--- src/rtl/ple_pkg.sv ---
// Shared constants, operation and status codes and beat types for the positional list engine.
// No dependencies; the engine and its checker import it.
package ple_pkg;

    // Storage depth of the list and the widths that follow from it.
    localparam int CAPACITY = 16;
    localparam int IDX_W    = $clog2(CAPACITY);
    localparam int CNT_W    = $clog2(CAPACITY + 1);

    // Fixed field widths of the beats.
    localparam int OP_W     = 3;
    localparam int VALUE_W  = 32;
    localparam int POS_W    = 16;
    localparam int STATUS_W = 2;
    localparam int COUNT_W  = 5;

    // Operation codes.
    localparam logic [OP_W-1:0] OP_PUSH_FRONT = 3'd0;
    localparam logic [OP_W-1:0] OP_PUSH_BACK  = 3'd1;
    localparam logic [OP_W-1:0] OP_POP_FRONT  = 3'd2;
    localparam logic [OP_W-1:0] OP_POP_BACK   = 3'd3;
    localparam logic [OP_W-1:0] OP_INSERT_AT  = 3'd4;
    localparam logic [OP_W-1:0] OP_REMOVE_AT  = 3'd5;
    localparam logic [OP_W-1:0] OP_READ_AT    = 3'd6;

    // Status codes.
    localparam logic [STATUS_W-1:0] ST_OK    = 2'd0;
    localparam logic [STATUS_W-1:0] ST_EMPTY = 2'd1;
    localparam logic [STATUS_W-1:0] ST_FULL  = 2'd2;
    localparam logic [STATUS_W-1:0] ST_RANGE = 2'd3;

    typedef struct packed {
        logic [OP_W-1:0]           operation;
        logic signed [VALUE_W-1:0] item_value;
        logic signed [POS_W-1:0]   position;
    } ple_in_t;

    typedef struct packed {
        logic [STATUS_W-1:0]       status;
        logic [COUNT_W-1:0]        entry_count;
        logic signed [VALUE_W-1:0] front_value;
        logic signed [VALUE_W-1:0] back_value;
        logic signed [VALUE_W-1:0] read_value;
    } ple_out_t;

endpackage

--- src/rtl/positional_list_engine.sv ---
// Top level of the positional list engine: a list held in a circular buffer in one memory.
// Depends on ple_pkg for the beat types, codes and the capacity.
//
//  Channel   Ports                          Carries
//  input     s_valid, s_ready, s_payload    one operation beat (ple_in_t)
//  result    m_valid, m_ready, m_payload    one result beat per operation (ple_out_t)
//
// Each operation ends by reading the front, the back and the read position from memory before
// its result beat is registered. An insert or remove first moves the entries behind it one at a
// time through the memory, but a new front only moves the head back and a removed front the
// head on; the next beat can be accepted in the same cycle as a result beat appears.
// Reset (aresetn low, synchronous) empties the list at once; the memory is not cleared.
// A stalled result waits in its output register while the next operation is worked on.
module positional_list_engine (
    input  logic             aclk,
    input  logic             aresetn,
    input  logic             s_valid,
    output logic             s_ready,
    input  ple_pkg::ple_in_t s_payload,
    output logic             m_valid,
    input  logic             m_ready,
    output ple_pkg::ple_out_t m_payload
);
    import ple_pkg::*;

    typedef enum logic [8:0] {
        S_IDLE = 9'b000000001,
        S_SRD  = 9'b000000010,
        S_SWR  = 9'b000000100,
        S_PUT  = 9'b000001000,
        S_RD0  = 9'b000010000,
        S_RD1  = 9'b000100000,
        S_RD2  = 9'b001000000,
        S_RD3  = 9'b010000000,
        S_OUT  = 9'b100000000
    } ple_state_t;

    // Maps a list position to a memory address: head plus position, wrapped once.
    function automatic logic [IDX_W-1:0] phys(input logic [IDX_W-1:0] h,
                                              input logic [CNT_W-1:0] l);
        logic [CNT_W:0] sum;
        sum = (CNT_W+1)'(h) + (CNT_W+1)'(l);
        if (sum >= (CNT_W+1)'(CAPACITY)) begin
            sum = sum - (CNT_W+1)'(CAPACITY);
        end
        return sum[IDX_W-1:0];
    endfunction

    // The list storage: one write port and one read port, read data registered.
    logic [VALUE_W-1:0] mem [CAPACITY];
    logic               mem_we;
    logic [IDX_W-1:0]   mem_wa;
    logic [VALUE_W-1:0] mem_wd;
    logic [IDX_W-1:0]   mem_ra;
    logic [VALUE_W-1:0] rd_data;

    always_ff @(posedge aclk) begin
        if (mem_we) begin
            mem[mem_wa] <= mem_wd;
        end
        rd_data <= mem[mem_ra];
    end

    ple_state_t          state_reg, state_next;
    logic [IDX_W-1:0]    head_reg, head_next;
    logic [CNT_W-1:0]    count_reg, count_next;
    // Entry being moved, and where the move stops (also the insert position).
    logic [CNT_W-1:0]    idx_reg, idx_next;
    logic [CNT_W-1:0]    bound_reg, bound_next;
    logic                up_reg, up_next;
    logic [VALUE_W-1:0]  put_val_reg, put_val_next;
    logic [CNT_W-1:0]    rd_idx_reg, rd_idx_next;
    logic                rd_ok_reg, rd_ok_next;
    logic [STATUS_W-1:0] status_reg, status_next;
    logic [VALUE_W-1:0]  front_reg, front_next;
    logic [VALUE_W-1:0]  back_reg, back_next;
    logic [VALUE_W-1:0]  rdv_reg, rdv_next;
    logic                m_valid_reg, m_valid_next;
    ple_out_t            m_payload_reg, m_payload_next;

    // Decoding of the incoming position against the current count.
    logic             full, empty;
    logic             pos_le0, pos_ge_cnt, pos_ge_last;
    logic [CNT_W-1:0] count_m1;
    logic [CNT_W-1:0] ins_idx, rem_idx;
    logic [IDX_W-1:0] head_dec, head_inc;

    always_comb begin
        full        = (count_reg == CNT_W'(CAPACITY));
        empty       = (count_reg == '0);
        count_m1    = count_reg - CNT_W'(1);
        pos_le0     = s_payload.position[POS_W-1] || (s_payload.position == '0);
        pos_ge_cnt  = !s_payload.position[POS_W-1]
                      && ($unsigned(s_payload.position) >= POS_W'(count_reg));
        pos_ge_last = !s_payload.position[POS_W-1]
                      && ($unsigned(s_payload.position) >= POS_W'(count_m1));
        head_dec    = (head_reg == '0) ? IDX_W'(CAPACITY - 1) : head_reg - IDX_W'(1);
        head_inc    = (head_reg == IDX_W'(CAPACITY - 1)) ? '0 : head_reg + IDX_W'(1);

        if (s_payload.operation == OP_PUSH_FRONT) begin
            ins_idx = '0;
        end else if (s_payload.operation == OP_PUSH_BACK) begin
            ins_idx = count_reg;
        end else if (pos_le0) begin
            ins_idx = '0;
        end else if (pos_ge_cnt) begin
            ins_idx = count_reg;
        end else begin
            ins_idx = s_payload.position[CNT_W-1:0];
        end

        if (s_payload.operation == OP_POP_FRONT) begin
            rem_idx = '0;
        end else if (s_payload.operation == OP_POP_BACK) begin
            rem_idx = count_m1;
        end else if (pos_le0) begin
            rem_idx = '0;
        end else if (pos_ge_last) begin
            rem_idx = count_m1;
        end else begin
            rem_idx = s_payload.position[CNT_W-1:0];
        end
    end

    always_comb begin
        state_next     = state_reg;
        head_next      = head_reg;
        count_next     = count_reg;
        idx_next       = idx_reg;
        bound_next     = bound_reg;
        up_next        = up_reg;
        put_val_next   = put_val_reg;
        rd_idx_next    = rd_idx_reg;
        rd_ok_next     = rd_ok_reg;
        status_next    = status_reg;
        front_next     = front_reg;
        back_next      = back_reg;
        rdv_next       = rdv_reg;
        m_valid_next   = m_valid_reg && !m_ready;
        m_payload_next = m_payload_reg;
        mem_we         = 1'b0;
        mem_wa         = '0;
        mem_wd         = '0;
        mem_ra         = head_reg;

        unique case (state_reg)
            S_IDLE: begin
                if (s_valid) begin
                    status_next  = ST_OK;
                    rd_ok_next   = 1'b0;
                    rd_idx_next  = '0;
                    put_val_next = s_payload.item_value;
                    state_next   = S_RD0;
                    unique case (s_payload.operation) inside
                        OP_PUSH_FRONT, OP_PUSH_BACK, OP_INSERT_AT: begin
                            if (full) begin
                                status_next = ST_FULL;
                            end else begin
                                up_next    = 1'b1;
                                idx_next   = count_reg;
                                bound_next = ins_idx;
                                if (ins_idx == '0) begin
                                    // A new front only moves the head back.
                                    head_next  = head_dec;
                                    state_next = S_PUT;
                                end else begin
                                    state_next = S_SRD;
                                end
                            end
                        end
                        OP_POP_FRONT, OP_POP_BACK, OP_REMOVE_AT: begin
                            if (empty) begin
                                status_next = ST_EMPTY;
                            end else begin
                                up_next    = 1'b0;
                                idx_next   = rem_idx;
                                bound_next = count_m1;
                                if (rem_idx == '0) begin
                                    head_next  = head_inc;
                                    count_next = count_m1;
                                end else begin
                                    state_next = S_SRD;
                                end
                            end
                        end
                        OP_READ_AT: begin
                            if (!s_payload.position[POS_W-1] && !pos_ge_cnt) begin
                                rd_ok_next  = 1'b1;
                                rd_idx_next = s_payload.position[CNT_W-1:0];
                            end else begin
                                status_next = ST_RANGE;
                            end
                        end
                        default: begin
                        end
                    endcase
                end
            end
            S_SRD: begin
                if (idx_reg == bound_reg) begin
                    if (up_reg) begin
                        state_next = S_PUT;
                    end else begin
                        count_next = count_m1;
                        state_next = S_RD0;
                    end
                end else begin
                    mem_ra     = phys(head_reg, up_reg ? idx_reg - CNT_W'(1)
                                                      : idx_reg + CNT_W'(1));
                    state_next = S_SWR;
                end
            end
            S_SWR: begin
                mem_we     = 1'b1;
                mem_wa     = phys(head_reg, idx_reg);
                mem_wd     = rd_data;
                idx_next   = up_reg ? idx_reg - CNT_W'(1) : idx_reg + CNT_W'(1);
                state_next = S_SRD;
            end
            S_PUT: begin
                mem_we     = 1'b1;
                mem_wa     = phys(head_reg, bound_reg);
                mem_wd     = put_val_reg;
                count_next = count_reg + CNT_W'(1);
                state_next = S_RD0;
            end
            S_RD0: begin
                mem_ra     = phys(head_reg, '0);
                state_next = S_RD1;
            end
            S_RD1: begin
                mem_ra     = phys(head_reg, count_m1);
                front_next = empty ? '0 : rd_data;
                state_next = S_RD2;
            end
            S_RD2: begin
                mem_ra     = phys(head_reg, rd_idx_reg);
                back_next  = empty ? '0 : rd_data;
                state_next = S_RD3;
            end
            S_RD3: begin
                rdv_next   = rd_ok_reg ? rd_data : '0;
                state_next = S_OUT;
            end
            S_OUT: begin
                if (!m_valid_reg || m_ready) begin
                    m_payload_next.status      = status_reg;
                    m_payload_next.entry_count = COUNT_W'(count_reg);
                    m_payload_next.front_value = front_reg;
                    m_payload_next.back_value  = back_reg;
                    m_payload_next.read_value  = rdv_reg;
                    m_valid_next               = 1'b1;
                    state_next                 = S_IDLE;
                end
            end
            default: begin
                state_next = S_IDLE;
            end
        endcase
    end

    always_ff @(posedge aclk) begin
        if (!aresetn) begin
            state_reg   <= S_IDLE;
            head_reg    <= '0;
            count_reg   <= '0;
            m_valid_reg <= 1'b0;
        end else begin
            state_reg   <= state_next;
            head_reg    <= head_next;
            count_reg   <= count_next;
            m_valid_reg <= m_valid_next;
        end
    end

    // Working and payload registers carry no reset.
    always_ff @(posedge aclk) begin
        idx_reg       <= idx_next;
        bound_reg     <= bound_next;
        up_reg        <= up_next;
        put_val_reg   <= put_val_next;
        rd_idx_reg    <= rd_idx_next;
        rd_ok_reg     <= rd_ok_next;
        status_reg    <= status_next;
        front_reg     <= front_next;
        back_reg      <= back_next;
        rdv_reg       <= rdv_next;
        m_payload_reg <= m_payload_next;
    end

    assign s_ready   = (state_reg == S_IDLE);
    assign m_valid   = m_valid_reg;
    assign m_payload = m_payload_reg;

endmodule

--- config.mk ---
export PLATFORM = sky130hd
export DESIGN_NAME = positional_list_engine
export DESIGN_NICKNAME = d
export VERILOG_FILES = /design/src/rtl/ple_pkg.sv /design/src/rtl/positional_list_engine.sv
export SDC_FILE = /design/constraint.sdc
export NUM_CORES = 1
export LEC_CHECK = 0
export BUFFER_PORTS_ARGS = -buffer_cell sky130_fd_sc_hd__buf_2
export CORE_MARGIN = 2
export CORE_UTILIZATION = 65
export CTS_BUF_LIST = sky130_fd_sc_hd__clkbuf_4
export DETAILED_ROUTE_END_ITERATION = 10
export GPL_ROUTABILITY_DRIVEN = 0
export PLACE_DENSITY_LB_ADDON = 0.25
export SLEW_MARGIN = 20
export SYNTH_ARGS = -nofsm -noshare
export SYNTH_HDL_FRONTEND = slang
export SYNTH_SLANG_ARGS = --single-unit
--- constraint.sdc ---
create_clock -name aclk -period 15.6 [get_ports aclk]
set_input_delay 3.12 -clock aclk [delete_from_list [all_inputs] [get_ports aclk]]
set_output_delay 3.12 -clock aclk [all_outputs]
set_load 0.01 [all_outputs]
# After elaboration in Yosys (flattened, before gate mapping)
# Memories as Yosys holds them, arrays and structs flattened. A register that Yosys moved wholly into a read port is not among the register bits.
# Cells that the tools add are included.
[word_totals] register_bits=269 ramBits=512 out_inout_bits=105 memories=1
[classes] addsub=17 n_lt_le_gt_ge=8 n_eq_ne=32 n_mux=65 n_reduce_logical=30
[mem_list] memory="mem" words=16 word_bits=32 rd=1 rd_clocked_by_memory_dff=1 write_ports=1 line="positional_list_engine.sv:50" text="logic [VALUE_W-1:0] mem [CAPACITY];"
[ops] operator="$mux W5" count=24
[ops] operator="$pmux W9 S9" count=1
[ops] operator="$pmux W32 S2" count=1
[ops] operator="$mux W4" count=14
[ops] operator="$pmux W5 S2" count=4
[ops] operator="$ge A16 B5 Y1" count=2
[ops] operator="$mux W32" count=1
[ops] operator="$add A4 B5 Y6" count=5
[ops] operator="$ge A6 B5 Y1 const B" count=5
[ops] operator="$sub A4 B1 Y4 const B" count=7
[ops] operator="$mux W9" count=3
[ops] operator="$ne A2 B2 Y1 const B" count=9
[ops] operator="$logic_not A16 Y1" count=1
[ops] operator="$pmux W4 S2" count=2
[ops] operator="$pmux W4 S4" count=1
[ops] operator="$logic_not A5 Y1" count=3
[ops] operator="$pmux W5 S3" count=1
[ops] operator="$reduce_and A7 Y1" count=2
[ops] operator="$add A5 B1 Y5 const B" count=2
[ops] operator="$reduce_and A5 Y1" count=2
[ops] operator="$sub A5 B1 Y5 const B" count=2
[ops] operator="$eq A3 B3 Y1 const B" count=3
[ops] operator="$eq A9 B1 Y1 const B" count=1
[ops] operator="$eq A9 B2 Y1 const B" count=1
[ops] operator="other kinds (31)" count=55

# Logic depth before layout (Yosys ltp)
[logic_depth] word_depth=13 depth_mapped=16 mapped_depth_nobuf=14

# Worst setup path before layout
# No wires, ideal clock.
[synth_timing] path_type="input -> register" start="input port m_ready" end="register m_payload_reg, in the netlist m_payload[0] (enable)" setup_ns=0.577 arrival_time_ns=7.806 required_time_ns=15.023 path_slack_ns=7.217 cell_stages=2 cell_sequence="nand2b_1 -> nor2b_1"
[synth_between] elab_chain_len=2
[synth_rtl] item="start: declaration" line="positional_list_engine.sv:21" text="input logic m_ready,"
[synth_rtl] item="$logic_or A1 B1 Y1" line="positional_list_engine.sv:246" text="if (!m_valid_reg || m_ready) begin"
[synth_rtl] item="$reduce_and A2 Y1 (no source line)"
[synth_rtl] item="end signal: assignment" line="positional_list_engine.sv:288" text="m_payload_reg <= m_payload_next;"
[synth_rtl] item="end: declaration" line="positional_list_engine.sv:79" text="ple_out_t m_payload_reg, m_payload_next;"
# Every way passes these cells.
# A chain may end at the register's enable or synchronous reset.

# Worst setup path after layout
[layout_timing] start="register state_reg[2]" end="register rd_data[11] (read register of mem)"
[layout_between] elab_chain_len=2 word_cells_on_any_way=5 classes_between="eq/ne (4); mux (1)"
[layout_rtl] item="start: declaration" line="positional_list_engine.sv:64" text="ple_state_t state_reg, state_next;"
[layout_rtl] item="start signal: assignment" line="positional_list_engine.sv:269" text="state_reg <= state_next;"
[layout_rtl] item="$eq A9 B7 Y1 (tied with other cells)" line="positional_list_engine.sv:146" text="unique case (state_reg)"
[layout_rtl] item="$pmux W4 S4 (*)" line="positional_list_engine.sv:146"
[layout_rtl] item="end: declaration" line="positional_list_engine.sv:55" text="logic [VALUE_W-1:0] rd_data;"
# Every way passes the cells marked *; elsewhere a longest branch is shown, timed or not.

==> flow_metrics.env <==
export IMPL_port_buffers=159
export IMPL_tritoncts="done"
export IMPL_fmax_ghz=0.1589
export IMPL_largest_reg_flops=512
export IMPL_fin_nets=2376
export IMPL_powerDensity_mw_per_mm2=122.4
export IMPL_insertion_delay_ps=1020
export IMPL_worst_pin_slew_ps=1199
export IMPL_setup_tns_final_ps=0
export IMPL_seq_area_frac_synth=0.7435
export IMPL_syn_nets=2114
export IMPL_synth_cell_type_count=82
export IMPL_drive_above_1_share=0.2333
export IMPL_die_area_mm2=0.05119
export IMPL_finalPower_mw=4.410
export IMPL_crit_type="reg2reg"
export IMPL_cts_root_buf="clkbuf_4"
export IMPL_drcViolationCount=0
export IMPL_grt_start_max_net_pins=197
export IMPL_hold_path_class="reg2reg"
export IMPL_core_area_mm2=0.04885
export IMPL_finalCritPeriodShare=0.4035
export IMPL_syn_area_mm2=0.03211
export IMPL_yosysTopAreaCell="edfxtp_1"
export IMPL_path_clk_slew_ps=60
export IMPL_critPathCaptureType="flop"
export IMPL_h_tree_depth=4
export IMPL_cts_setup_buffers=0
export IMPL_required_ps=16470
export IMPL_ys_ff_latch=812
export IMPL_synth_ff_type="edfxtp_1"
export IMPL_finalClockSkew_ps=62.14
export IMPL_synthArstFlopShare=0
export IMPL_synth_warnings=0
export IMPL_hpwl_um=38010
export IMPL_wl_um=70000
export IMPL_stdcell_area_mm2=0.03604
export IMPL_layout_cells_non_filler=3118
export IMPL_max_cap_viol_count=0
export IMPL_cts_sinks=812
export IMPL_areaGrowthSynthToFinish_pct=12.26
export IMPL_relSlewSlack=0.2008
export IMPL_num_rows=81
export IMPL_vias_per_cell=6.112
export IMPL_grtUsageTotal=0.2791
export IMPL_drv_slew=0
export IMPL_path_max_fanout=92
export IMPL_grt_pass1_vias=18410
export IMPL_routedWlPerCell_um=22.45
export IMPL_synth_top_area_share=0.7117
export IMPL_reg2reg_depth=13
export IMPL_hold_violations=0
export IMPL_start_kind="flop"
export IMPL_cts_resized=0
export IMPL_fp_dieW_um=226.3
export IMPL_drtPass1Iterations=5
export IMPL_netlist_instances=2030
export IMPL_globalRouteOverflowTotal=0
export IMPL_cts_buffer_depth=3
export IMPL_grt_pass1_wl_um=104400
export IMPL_drt_iter0_drc=1767
export IMPL_vdd_drop_max_mv=0.07201
export IMPL_start_util=0.6573
export IMPL_synth_edff_count=761
export IMPL_antenna_found_initial=4
export IMPL_io_pins=160
export IMPL_yosys_top_cells_area="edfxtp_1 71%, dfxtp_1 3.2%, a211oi_1 3.1%"
export IMPL_hold_path_cell_count=0
export IMPL_leakagePower_nw=12.10
export IMPL_cts_hold_buf=0
export IMPL_dp_cells=2768
export IMPL_post_route_util=0.7379
export IMPL_die_y_um=226.3
export IMPL_outcome="finished, final reports clean"
export IMPL_ant_nets=0
export IMPL_critPathArrivalTime_ps=7160
export IMPL_setup_viol=0
export IMPL_place_area_mm2=0.03358
export IMPL_rsz0062_at_grt="no"
export IMPL_post_route_min_period_ps=6294
export IMPL_num_vias=19060
export IMPL_numCtsBuffers=186
export IMPL_syn_area_per_cell_um2=15.82
-- kinds of logic (layout without fill, tap and decap cells) --
logic type / count (synthesis) / in the layout / synth area share
AOI/OAI and AO/OA: 417 / 417 / 0.09688
xor gates and xnor gates: 26 / 26 / 0.007755
muxes: 111 / 111 / 0.03644
DFF: 812 / 812 / 0.7435
and+or+nand+nor: 494 / 494 / 0.08195
other: 0 / 7 / 0
buffers and inverters: 140 / 557 / 0.02089
adders and majority gates: 30 / 30 / 0.01259
-- power by group --
part | internal [mW] | switching, mW
clock | 0.864 | 0.795
sequential | 2.40 | 0.0355
combinational | 0.113 | 0.202
total | 3.38 | 1.03
-- cells in the final DEF, fill, tap and decap left out, types with 47 or more instances in the layout --
cell type  Yosys  final
a211oi_1     132    132
dfxtp_1       51     51
clkinv_1       1     47
buf_2         35    159
nand2_1      170    168
a31oi_1       67     67
mux2i_1       73     73
nor2b_1      134    133
and2_1        72     71
edfxtp_1     761    761
clkbuf_4       0    282
-- final cells by class --
cell class | instances | area (um2)
flip-flops and latches | 812 | 23870
fillers | 3088 | 12800
multi-input cells | 1078 | 7742
clock buffers | 282 | 2117
repair buffers | 192 | 1056
well taps | 664 | 830.8
clock inverters | 61 | 325.3
inverters | 22 | 82.58
diodes | 7 | 17.52
-- stage by stage --
step | setup WS (ps) | hold WS (ps)
5_1_grt | 8974 | 400.9
3_5_place_dp | 9358 | 404.5
2_1_floorplan | 7217 | 400.3
6_report | 9306 | 403.0
4_1_cts | 9384 | 400.8
3_3_place_gp | 9571 | 401.3
-- worst max-delay path, stage by stage (launching register included) --
cell	delay [ps]
dfxtp_1	400
nor4_1	470
and4_2	970
o21ai_0	230
ha_1	270
fa_1	440
a22o_1	250
a21oi_4	430
buf_4	890
buf_4	900
mux2i_1	300
mux2_2	190
o32ai_1	80
a221o_1	290
-- cells in the mapped netlist (4+ instances only) --
cell      instances
a211oi_1        132
a21o_1            6
a21oi_1          38
a221o_1          32
a22o_1           33
a22oi_1           5
a31oi_1          67
and2_1           72
and3_1            4
buf_2            35
buf_4             7
buf_6            10
clkbuf_1         65
dfxtp_1          51
edfxtp_1        761
fa_1              4
ha_1             25
inv_1            21
mux2_2           37
mux2i_1          73
nand2_1         170
nand2b_1          4
nand3_1          15
nand3b_1          4
nand4_1           6
nor2_1           47
nor2b_1         134
nor3_1            9
nor4_1            8
o21ai_0          30
o32ai_1          32
xnor2_1          12
xor2_1           12
-- layer usage --
| layer | vias to the layer above | GRT usage | share of wire |
|---|---|---|---|
| li1 | 8578 | - | - |
| met1 | 9293 | 0.3760 | 0.39 |
| met2 | 1036 | 0.4372 | 0.47 |
| met3 | 149 | 0.07607 | 0.11 |
| met4 | 2 | 0.1123 | 0.025 |
| met5 | - | 0 | 0.00019 |
-- final timing paths --
check	start	to	slack, ps
setup / recovery	state_reg[2]$_SDFFE_PN0P_	rd_data[11]$_DFF_P_	9310
hold / removal	rdv_reg[1]$_SDFFCE_PN0N_	m_payload[1]$_DFFE_PP_	400
setup reg to reg	state_reg[2]$_SDFFE_PN0P_	rd_data[11]$_DFF_P_	9310
hold reg to reg	rdv_reg[1]$_SDFFCE_PN0N_	m_payload[1]$_DFFE_PP_	400
Note: power is estimated with default switching activity, not from simulation.
